<file path="config.mk">
export PLATFORM = sky130hd
export DESIGN_NAME = watchdog_restart_storm_guard
export DESIGN_NICKNAME = d
export VERILOG_FILES = /design/src/hw/rtl/wrsg_pkg.sv /design/src/hw/rtl/wrsg_ram.sv /design/src/hw/rtl/watchdog_restart_storm_guard.sv
export SDC_FILE = /design/constraint.sdc
export NUM_CORES = 2
export LEC_CHECK = 0
export ABC_AREA = 1
export ABC_CLOCK_PERIOD_IN_PS = 10850
export BUFFER_PORTS_ARGS = -buffer_cell sky130_fd_sc_hd__buf_2
export CAP_MARGIN = 20
export CORE_ASPECT_RATIO = 1.1
export CORE_UTILIZATION = 60
export CTS_CLUSTER_DIAMETER = 30
export DETAILED_ROUTE_END_ITERATION = 8
export MAX_ROUTING_LAYER = met4
export PLACE_DENSITY = 0.76
export SLEW_MARGIN = 10
export SYNTH_ARGS = -nofsm -noshare
export SYNTH_HDL_FRONTEND = slang
export SYNTH_HIERARCHICAL = 1
export SYNTH_SLANG_ARGS = --single-unit
</file>
<file path="constraint.sdc">
create_clock -name clk -period 10.85 [get_ports clk]
set_clock_uncertainty 0.1 [all_clocks]
set_input_delay 1.085 -clock clk [delete_from_list [all_inputs] [get_ports clk]]
set_output_delay 1.085 -clock clk [all_outputs]
set_load 0.005 [all_outputs]
</file>
<file path="src/hw/rtl/wrsg_pkg.sv">
// ----------------------------------------------------------------------------
// wrsg_pkg
// Types and constants of the restart storm guard.
// ----------------------------------------------------------------------------
package wrsg_pkg;

  localparam int unsigned WINDOW_S      = 60;
  localparam int unsigned STALE_DEFAULT = 30;
  localparam int unsigned LIMIT_DEFAULT = 5;

  localparam int unsigned STALE_W  = 16;
  localparam int unsigned LIMIT_W  = 10;
  localparam int unsigned TIME_W   = 32;
  localparam int unsigned RECENT_W = 7;
  localparam int unsigned CFG_IDX_W = 1;
  localparam int unsigned CFG_DATA_W = 16;
  localparam int unsigned IN_DATA_W  = 72;
  localparam int unsigned OUT_DATA_W = 16;

  typedef enum logic [CFG_IDX_W-1:0] {
    REG_STALE_TIMEOUT = 1'b0,
    REG_MAX_RESTARTS  = 1'b1
  } reg_idx_t;

  typedef enum logic {
    OP_CHECK  = 1'b0,
    OP_RECORD = 1'b1
  } op_t;

  typedef enum logic [1:0] {
    ACT_HEALTHY = 2'd0,
    ACT_STOP    = 2'd1,
    ACT_RESTART = 2'd2,
    ACT_BACKOFF = 2'd3
  } act_t;

  typedef enum logic [1:0] {
    ST_IDLE  = 2'd0,
    ST_SCAN  = 2'd1,
    ST_DRAIN = 2'd2,
    ST_FIN   = 2'd3
  } state_t;

endpackage

</file>
<file path="src/hw/rtl/wrsg_ram.sv">
// ----------------------------------------------------------------------------
// wrsg_ram
// Generic single-write, single-read RAM with registered read data.
// ----------------------------------------------------------------------------
module wrsg_ram #(
  parameter int unsigned WIDTH = 32,
  parameter int unsigned DEPTH = 64
) (
  input  logic                     clk,
  input  logic                     we,
  input  logic [$clog2(DEPTH)-1:0] waddr,
  input  logic [WIDTH-1:0]         wdata,
  input  logic                     re,
  input  logic [$clog2(DEPTH)-1:0] raddr,
  output logic [WIDTH-1:0]         rdata
);

  logic [WIDTH-1:0] mem [DEPTH];
  logic [WIDTH-1:0] rdata_r;

  always_ff @(posedge clk) begin
    if (we) begin
      mem[waddr] <= wdata;
    end
    if (re) begin
      rdata_r <= mem[raddr];
    end
  end

  assign rdata = rdata_r;

endmodule

</file>
<file path="src/hw/rtl/watchdog_restart_storm_guard.sv">
// ----------------------------------------------------------------------------
// watchdog_restart_storm_guard
// Supervisor decision block with a sliding 60 s restart rate limiter.
// ----------------------------------------------------------------------------
//  channel | dir | handshake               | payload
//  in_     | in  | in_tvalid / in_tready   | in_tdata (check fields), in_tuser (op)
//  out_    | out | out_tvalid / out_tready | out_tdata (action, kill, count)
//  cfg_    | in  | cfg_valid / cfg_ready   | cfg_index, cfg_data
//
//  A record beat goes from idle straight to the final state; a check beat scans
//  the timestamp RAM through its single read port one entry a cycle, then
//  passes the drain state to the final state, or skips the scan with an empty
//  ring. Input beats are taken only in idle. Reset clears control state; the
//  RAM needs no clearing, only written entries are ever read. A stalled output
//  holds its beat while the next input beat is taken; the finished result then
//  waits in the final state until the output register frees up.
// ----------------------------------------------------------------------------
module watchdog_restart_storm_guard #(
  parameter int unsigned RING_DEPTH = 64
) (
  input  logic        clk,
  input  logic        rst_n,
  // in_tdata: now_s[31:0], agent_alive[32], heartbeat_time[64:33],
  //           stop_requested[65], zero[71:66]
  input  logic        in_tvalid,
  output logic        in_tready,
  input  logic [wrsg_pkg::IN_DATA_W-1:0] in_tdata,
  // in_tuser: op[0]
  input  logic        in_tuser,
  // out_tdata: action[1:0], kill_first[2], recent_restarts[9:3], zero[15:10]
  output logic        out_tvalid,
  input  logic        out_tready,
  output logic [wrsg_pkg::OUT_DATA_W-1:0] out_tdata,
  input  logic        cfg_valid,
  output logic        cfg_ready,
  input  logic [wrsg_pkg::CFG_IDX_W-1:0]  cfg_index,
  input  logic [wrsg_pkg::CFG_DATA_W-1:0] cfg_data
);

  localparam int unsigned AW = $clog2(RING_DEPTH);
  localparam int unsigned CW = $clog2(RING_DEPTH + 1);

  // input field unpack
  logic [wrsg_pkg::TIME_W-1:0] in_now;
  logic [wrsg_pkg::TIME_W-1:0] in_hb;
  logic                        in_alive;
  logic                        in_stop;
  assign in_now   = in_tdata[31:0];
  assign in_alive = in_tdata[32];
  assign in_hb    = in_tdata[64:33];
  assign in_stop  = in_tdata[65];

  // configuration registers
  logic [wrsg_pkg::STALE_W-1:0] stale_r;
  logic [wrsg_pkg::LIMIT_W-1:0] limit_r;

  assign cfg_ready = 1'b1;

  always_ff @(posedge clk) begin
    if (!rst_n) begin
      stale_r <= wrsg_pkg::STALE_W'(wrsg_pkg::STALE_DEFAULT);
      limit_r <= wrsg_pkg::LIMIT_W'(wrsg_pkg::LIMIT_DEFAULT);
    end else if (cfg_valid) begin
      case (wrsg_pkg::reg_idx_t'(cfg_index))
        wrsg_pkg::REG_STALE_TIMEOUT: stale_r <= cfg_data;
        wrsg_pkg::REG_MAX_RESTARTS:  limit_r <= cfg_data[wrsg_pkg::LIMIT_W-1:0];
        default: ;
      endcase
    end
  end

  // control state
  wrsg_pkg::state_t state_r, state_nxt;
  logic [AW-1:0] head_r;
  logic [CW-1:0] count_r;
  logic [CW-1:0] idx_r;
  logic [CW-1:0] cnt_r;
  logic          pend_r;
  logic          out_tvalid_r;

  // latched beat payload
  logic                        op_r;
  logic [wrsg_pkg::TIME_W-1:0] now_r;
  logic                        alive_r;
  logic                        stop_r;
  logic                        fresh_r;
  logic [wrsg_pkg::OUT_DATA_W-1:0] out_tdata_r;

  logic in_acc;
  logic scan_last;
  logic out_load;
  logic ram_re;
  logic ram_we;
  logic [wrsg_pkg::TIME_W-1:0] ram_rdata;

  assign in_acc    = in_tvalid && in_tready;
  assign scan_last = (idx_r == count_r - CW'(1));

  // heartbeat freshness, judged on the incoming beat
  logic [wrsg_pkg::STALE_W-1:0] stale_lim;
  logic [wrsg_pkg::TIME_W-1:0]  hb_age;
  logic                         in_fresh;
  assign stale_lim = (stale_r == '0) ? wrsg_pkg::STALE_W'(wrsg_pkg::STALE_DEFAULT) : stale_r;
  assign hb_age    = in_now - in_hb;
  assign in_fresh  = !(in_alive && (in_hb != '0)) ||
                     (hb_age <= wrsg_pkg::TIME_W'(stale_lim));

  // next state
  always_comb begin
    state_nxt = state_r;
    case (state_r)
      wrsg_pkg::ST_IDLE: begin
        if (in_acc) begin
          if (wrsg_pkg::op_t'(in_tuser) == wrsg_pkg::OP_RECORD || count_r == '0) begin
            state_nxt = wrsg_pkg::ST_FIN;
          end else begin
            state_nxt = wrsg_pkg::ST_SCAN;
          end
        end
      end
      wrsg_pkg::ST_SCAN: begin
        if (scan_last) begin
          state_nxt = wrsg_pkg::ST_DRAIN;
        end
      end
      wrsg_pkg::ST_DRAIN: state_nxt = wrsg_pkg::ST_FIN;
      wrsg_pkg::ST_FIN: begin
        if (out_load) begin
          state_nxt = wrsg_pkg::ST_IDLE;
        end
      end
      default: state_nxt = wrsg_pkg::ST_IDLE;
    endcase
  end

  // state-driven controls
  always_comb begin
    in_tready = 1'b0;
    ram_re    = 1'b0;
    out_load  = 1'b0;
    case (state_r)
      wrsg_pkg::ST_IDLE:  in_tready = 1'b1;
      wrsg_pkg::ST_SCAN:  ram_re    = 1'b1;
      wrsg_pkg::ST_DRAIN: ;
      wrsg_pkg::ST_FIN:   out_load  = !out_tvalid_r || out_tready;
      default: ;
    endcase
  end

  assign ram_we = in_acc && (wrsg_pkg::op_t'(in_tuser) == wrsg_pkg::OP_RECORD);

  wrsg_ram #(
    .WIDTH (wrsg_pkg::TIME_W),
    .DEPTH (RING_DEPTH)
  ) u_ram (
    .clk   (clk),
    .we    (ram_we),
    .waddr (head_r),
    .wdata (in_now),
    .re    (ram_re),
    .raddr (idx_r[AW-1:0]),
    .rdata (ram_rdata)
  );

  // window hit on the entry read last cycle
  logic [wrsg_pkg::TIME_W-1:0] entry_age;
  logic                        hit;
  assign entry_age = now_r - ram_rdata;
  assign hit       = pend_r && (entry_age < wrsg_pkg::TIME_W'(wrsg_pkg::WINDOW_S));

  // decision
  logic [8:0]                    cnt_ext;
  logic [wrsg_pkg::RECENT_W-1:0] recent;
  logic                          under_lim;
  wrsg_pkg::act_t                act;
  logic                          kill;

  assign cnt_ext   = 9'(cnt_r);
  assign recent    = (cnt_ext > 9'd127) ? 7'd127 : cnt_ext[6:0];
  assign under_lim = (limit_r == '0) || (10'(cnt_r) < limit_r);

  always_comb begin
    act  = wrsg_pkg::ACT_HEALTHY;
    kill = 1'b0;
    if (op_r) begin
      act = wrsg_pkg::ACT_HEALTHY;
    end else if (stop_r) begin
      act = wrsg_pkg::ACT_STOP;
    end else if (alive_r && fresh_r) begin
      act = wrsg_pkg::ACT_HEALTHY;
    end else if (under_lim) begin
      act  = wrsg_pkg::ACT_RESTART;
      kill = alive_r;
    end else begin
      act = wrsg_pkg::ACT_BACKOFF;
    end
  end

  // registers
  always_ff @(posedge clk) begin
    if (!rst_n) begin
      state_r      <= wrsg_pkg::ST_IDLE;
      head_r       <= '0;
      count_r      <= '0;
      idx_r        <= '0;
      cnt_r        <= '0;
      pend_r       <= 1'b0;
      out_tvalid_r <= 1'b0;
    end else begin
      state_r <= state_nxt;
      pend_r  <= ram_re;
      if (in_acc) begin
        idx_r <= '0;
        cnt_r <= '0;
      end else begin
        if (ram_re) begin
          idx_r <= idx_r + CW'(1);
        end
        if (hit) begin
          cnt_r <= cnt_r + CW'(1);
        end
      end
      if (ram_we) begin
        head_r <= (head_r == AW'(RING_DEPTH - 1)) ? '0 : head_r + AW'(1);
        if (count_r != CW'(RING_DEPTH)) begin
          count_r <= count_r + CW'(1);
        end
      end
      if (out_load) begin
        out_tvalid_r <= 1'b1;
      end else if (out_tready) begin
        out_tvalid_r <= 1'b0;
      end
    end
  end

  always_ff @(posedge clk) begin
    if (in_acc) begin
      op_r    <= in_tuser;
      now_r   <= in_now;
      alive_r <= in_alive;
      stop_r  <= in_stop;
      fresh_r <= in_fresh;
    end
    if (out_load) begin
      out_tdata_r <= {6'b0, (op_r ? 7'd0 : recent), kill, act};
    end
  end

  assign out_tvalid = out_tvalid_r;
  assign out_tdata  = out_tdata_r;

endmodule

</file>
* After elaboration in Yosys (flattened, before gate mapping)
Memory sizes are Yosys's and may differ from the RTL's. A register that Yosys moved wholly into a read port is not among the register bits. Cells that the tools add are included. Widths: inputs -> output; s select.
Word-level totals: memories kept 1, bits in registers 103, output and inout bits 19, RAM bits 2048
Memories:
- u_ram.mem | depth 64, width 32, read ports 1, clocked after memory_dff 1, wr ports 1, line wrsg_ram.sv:18 | logic [WIDTH-1:0] mem [DEPTH];
Operators by class: $lt $le $gt $ge 4, muxes and demuxes 18, bitwise gates (word level) 3, $add $sub $neg 7, reductions and logical operators 24, eq/ne operators 9
Operators with widths (number):
- $sub 32x32->32 | 2
- $le 32x16->1 | 1
- $lt 32x6->1 const B | 1
- $reduce_bool 32->1 | 1
- $add 7x1->7 const B | 3
- $logic_not 16->1 | 1
- $mux 16 | 1
- $logic_not 10->1 | 1
- $lt 7x10->1 | 1
- $mux 1 | 10
- $mux 2 | 4
- $pmux 2 s4 | 1
- $eq 7x7->1 | 1
- $gt 7x7->1 const B | 1
- $logic_not 7->1 | 1
- $mux 7 | 1
- $ne 7x7->1 const B | 1
- $sub 7x1->7 const B | 1
- $add 6x1->6 const B | 1
- $eq 6x6->1 const B | 1
- $mux 6 | 1
- $ne 2x2->1 const B | 3
- $reduce_and 2->1 | 3
- $logic_and 1x1->1 | 5
- other kinds (11) | 18

* Logic depth before layout (Yosys ltp)
depth in word-level cells 6, gate-level depth with buffers 21, mapped depth without buffers 21

* Hierarchy
The synthesis kept the hierarchy.
By module, submodules not included:
- wrsg_ram | times used 1, area each 83058.4 um^2, cells an instance 6769, sequential area each 62459.9 um^2
- watchdog_restart_storm_guard | times used 1, area each 9989.6 um^2, cells an instance 1594, sequential area each 2522.4 um^2

* Least setup slack after synthesis
OpenSTA, ideal clock, no wires.
path kind input to register, from input port in_tvalid, to memory u_ram.mem[48][0], enable pin, stages 5, arrival time 4939 ps, setup time 502 ps, required time 10248 ps, slack 5309 ps, cell sequence nand2_1 -> nor2_4 -> clkbuf_1 -> nand4_1 -> nor4_1
Between the ends: cells in the longest elaborated chain, start to end 4
Ends and longest elaborated chain:
- start, declared | line watchdog_restart_storm_guard.sv:25 | input logic in_tvalid,
- $logic_and 1x1->1 | line watchdog_restart_storm_guard.sv:96 | assign in_acc = in_tvalid && in_tready;
- $logic_and 1x1->1 | line watchdog_restart_storm_guard.sv:150 | assign ram_we = in_acc && (wrsg_pkg::op_t'(in_tuser) == wrsg_pkg::OP_RECORD);
- net ram_we | line watchdog_restart_storm_guard.sv:93 | logic ram_we;
- $mux 1 | line wrsg_ram.sv:22 | if (we) begin
- $mux 1 (not written as such) | line wrsg_ram.sv:23 | mem[waddr] <= wdata;
- end, declared | line wrsg_ram.sv:18
The timed path passes the listed nets, and every way through them passes these cells.

==> flow_summary.json <==
{
  "ys_types": 50,
  "cts_setup_buffers": 0,
  "busiest_layer": "met2",
  "seq_power_share": 0.384,
  "ys_warn_count": 6,
  "area_growth_syn_to_layout_pct": 16.1,
  "crit_type": "reg -> reg",
  "place_area_um2": 95600,
  "avgSynthCellArea_um2": 11.1,
  "finalSetupViolations": 0,
  "power_frac_clock": 0.468,
  "cp_data_required_time_ns": 11.55,
  "met1_usage": 0.458,
  "synthArstFlopShare": 0,
  "p_sw_frac": 0.277,
  "finalMaxSlewViolations": 0,
  "rsz0062_at_grt": "false",
  "core_area_um2": 154000,
  "hold_viol": 0,
  "dp.cells": 10200,
  "vias_per_cell": 6.22,
  "initial_utilization": 0.604,
  "ios": 114,
  "final_common_cell": "nand2_1",
  "die_area_um2": 157000,
  "grtUsageMet3": 0.0720,
  "status": "finished, violations left",
  "final_cell_count_no_fill": 10900,
  "worstPathArrival_ns": 6.44,
  "num_vias": 67800,
  "clk_pin_slew_ns": 0.05,
  "worstSkewPairLatency_ns": 0.94,
  "min_period_ns": 5.74,
  "hold_path_class": "in -> reg",
  "max_freq_mhz": 174,
  "row_count": 151,
  "setup-tns-final_ns": 0,
  "grt_max_degree": 254,
  "power_frac_comb": 0.147,
  "cts.repair.resized": 0,
  "hold_depth": 1,
  "p_leak_nw": 40.1,
  "synth_area_um2": 93000,
  "start_kind": "flop",
  "portBuffers": 100,
  "synth-seq-cells": 2183,
  "grt_pass1_wl_um": 398000,
  "met2_usage": 0.535,
  "worst_pin_slew_ns": 1.11,
  "num-fill-cells": 9922,
  "fin_util": 0.702,
  "cap_violations": 0,
  "final_cell_area_um2": 108000,
  "cts_tree": "done",
  "cts-root-buf": "clkbuf_16",
  "power_mw": 24.7,
  "p_sw_mw": 6.85,
  "dpl.hpwl_um": 138000,
  "chipHeight_um": 415,
  "ant_nets": 0,
  "drive_gt1_frac": 0.112,
  "p_per_area_nw_per_um2": 229,
  "drtIter0Drc": 10200,
  "synth_edf_count": 2126,
  "ctsHtreeMaxLevel": 5,
  "clock_sinks": 2183,
  "final_cell_mix": "2712 x nand2_1, 2126 x edfxtp_1, 1977 x nand3_1",
  "die_w_um": 377,
  "overflow": 0,
  "wl_um": 272000,
  "place_congestion": 0.915,
  "synth_ff_type": "edfxtp_1",
  "layout.nets": 8716,
  "grt_usage": 0.357,
  "relSlewSlack": 0.261,
  "cp-end-kind": "flop",
  "violations": "DRC",
  "rr_worst_depth": 12,
  "wl_per_cell_um": 25.0,
  "cts_hold_buf": 0,
  "cts_buffers": 370,
  "ir_drop_mv": 0.200,
  "grt_pass1_vias": 65700,
  "fin_crit_sh": 0.529,
  "remaining_drc_errors": 2,
  "drtPass1Iterations": 9,
  "critical_path.max_fanout": 96,
  "yosysSeqAreaShare": 0.698,
  "p_int_mw": 17.9,
  "antenna_found_initial": 7,
  "clock_path_buffers": 4,
  "synthCells": 8363
}
-- final timing paths --
path	start	to	slack, ns
min	in_tdata[65]	stop_r$_DFFE_PP_	0.27
max reg2reg	idx_r[0]$_SDFFE_PP0P_	u_ram/rdata[2]$_DFFE_PP_	5.11
max	idx_r[0]$_SDFFE_PP0P_	u_ram/rdata[2]$_DFFE_PP_	5.11
min reg2reg	limit_r[9]$_SDFFE_PN0P_	limit_r[9]$_SDFFE_PN0P_	0.38
-- registers in the layout, indices dropped and copies added, names as in the netlist, 7 cells and up --
signal	cells
now_r	32
stale_r	16
u_ram/mem	2048
idx_r	7
u_ram/rdata	32
limit_r	10
count_r	7
cnt_r	7
out_tdata	10
-- synth_stat cells (8+ instances only) --
library cell | count | share of area
buf_1 | 41 | 0.0017
nor3_1 | 19 | 0.0010
nand2_1 | 2712 | 0.11
inv_1 | 322 | 0.013
nand3b_1 | 12 | 0.00097
ha_1 | 93 | 0.013
nor2_2 | 17 | 0.0011
clkbuf_1 | 86 | 0.0035
a21oi_1 | 111 | 0.0060
o21ai_0 | 60 | 0.0032
inv_2 | 8 | 0.00032
nor4_1 | 20 | 0.0013
dfxtp_1 | 57 | 0.012
xor2_1 | 28 | 0.0026
buf_4 | 52 | 0.0042
nand3_1 | 1977 | 0.11
edfxtp_1 | 2126 | 0.69
xnor2_1 | 13 | 0.0012
nand2_2 | 20 | 0.0013
nand4_1 | 40 | 0.0027
nor2_1 | 199 | 0.0080
buf_2 | 282 | 0.015
-- layout make-up --
type	count	area, um^2	share of cell area
Antenna cell	11	27.5	0.000255
Sequential cell	2183	65000	0.602
Tap cell	2065	2580	0.0239
Timing Repair Buffer	253	1740	0.0161
Inverter	333	1290	0.0120
Clock inverter	251	2840	0.0263
Clock buffer	414	9570	0.0886
Multi-Input combinational cell	5386	25000	0.231
-- stage by stage --
stage	hold slack (ns)	setup WS, ns
after detailed placement	0.372	5.44
final	0.272	5.11
after global placement	0.364	5.43
after global routing	0.242	5.00
after floorplan	0.343	5.31
after CTS	0.219	5.38
-- kinds of logic after synthesis --
kind of cell / synth area share
AOI/OAI and AO/OA: 0.0116
and+or+nand+nor: 0.235
buffers and inverters: 0.0386
DFF: 0.698
xor gates and xnor gates: 0.00386
adders and majority gates: 0.0127
other: 0.0000807
-- metal layers --
layer / wire [um] / up-vias
met1: 96100 / 32100
li1: - / 29700
met2: 125000 / 5114
met5: 0 / -
met4: 16200 / 0
met3: 35200 / 925
-- critical path, stage by stage (launching register included) --
cell	delay, ns
dfxtp_4	0.77
buf_4	0.60
buf_4	0.86
buf_4	0.96
buf_4	0.82
nand2_1	0.17
nand3_1	0.14
nand3_1	0.08
nand3_1	0.12
nand3_1	0.26
nand2_1	0.27
nand2_1	0.11
nand2_1	0.08
-- power by group through the flow --
stage          sequential, mW  combinational, mW  clock [mW]
6_report                 9.50               3.64        11.6
5_1_grt                  9.50               3.99        12.0
4_1_cts                  9.50               3.56        11.6
3_5_place_dp             9.66               3.50           0
3_3_place_gp             9.65               3.41           0
2_1_floorplan            9.60               2.57           0
(Power assumes the default switching activity.)
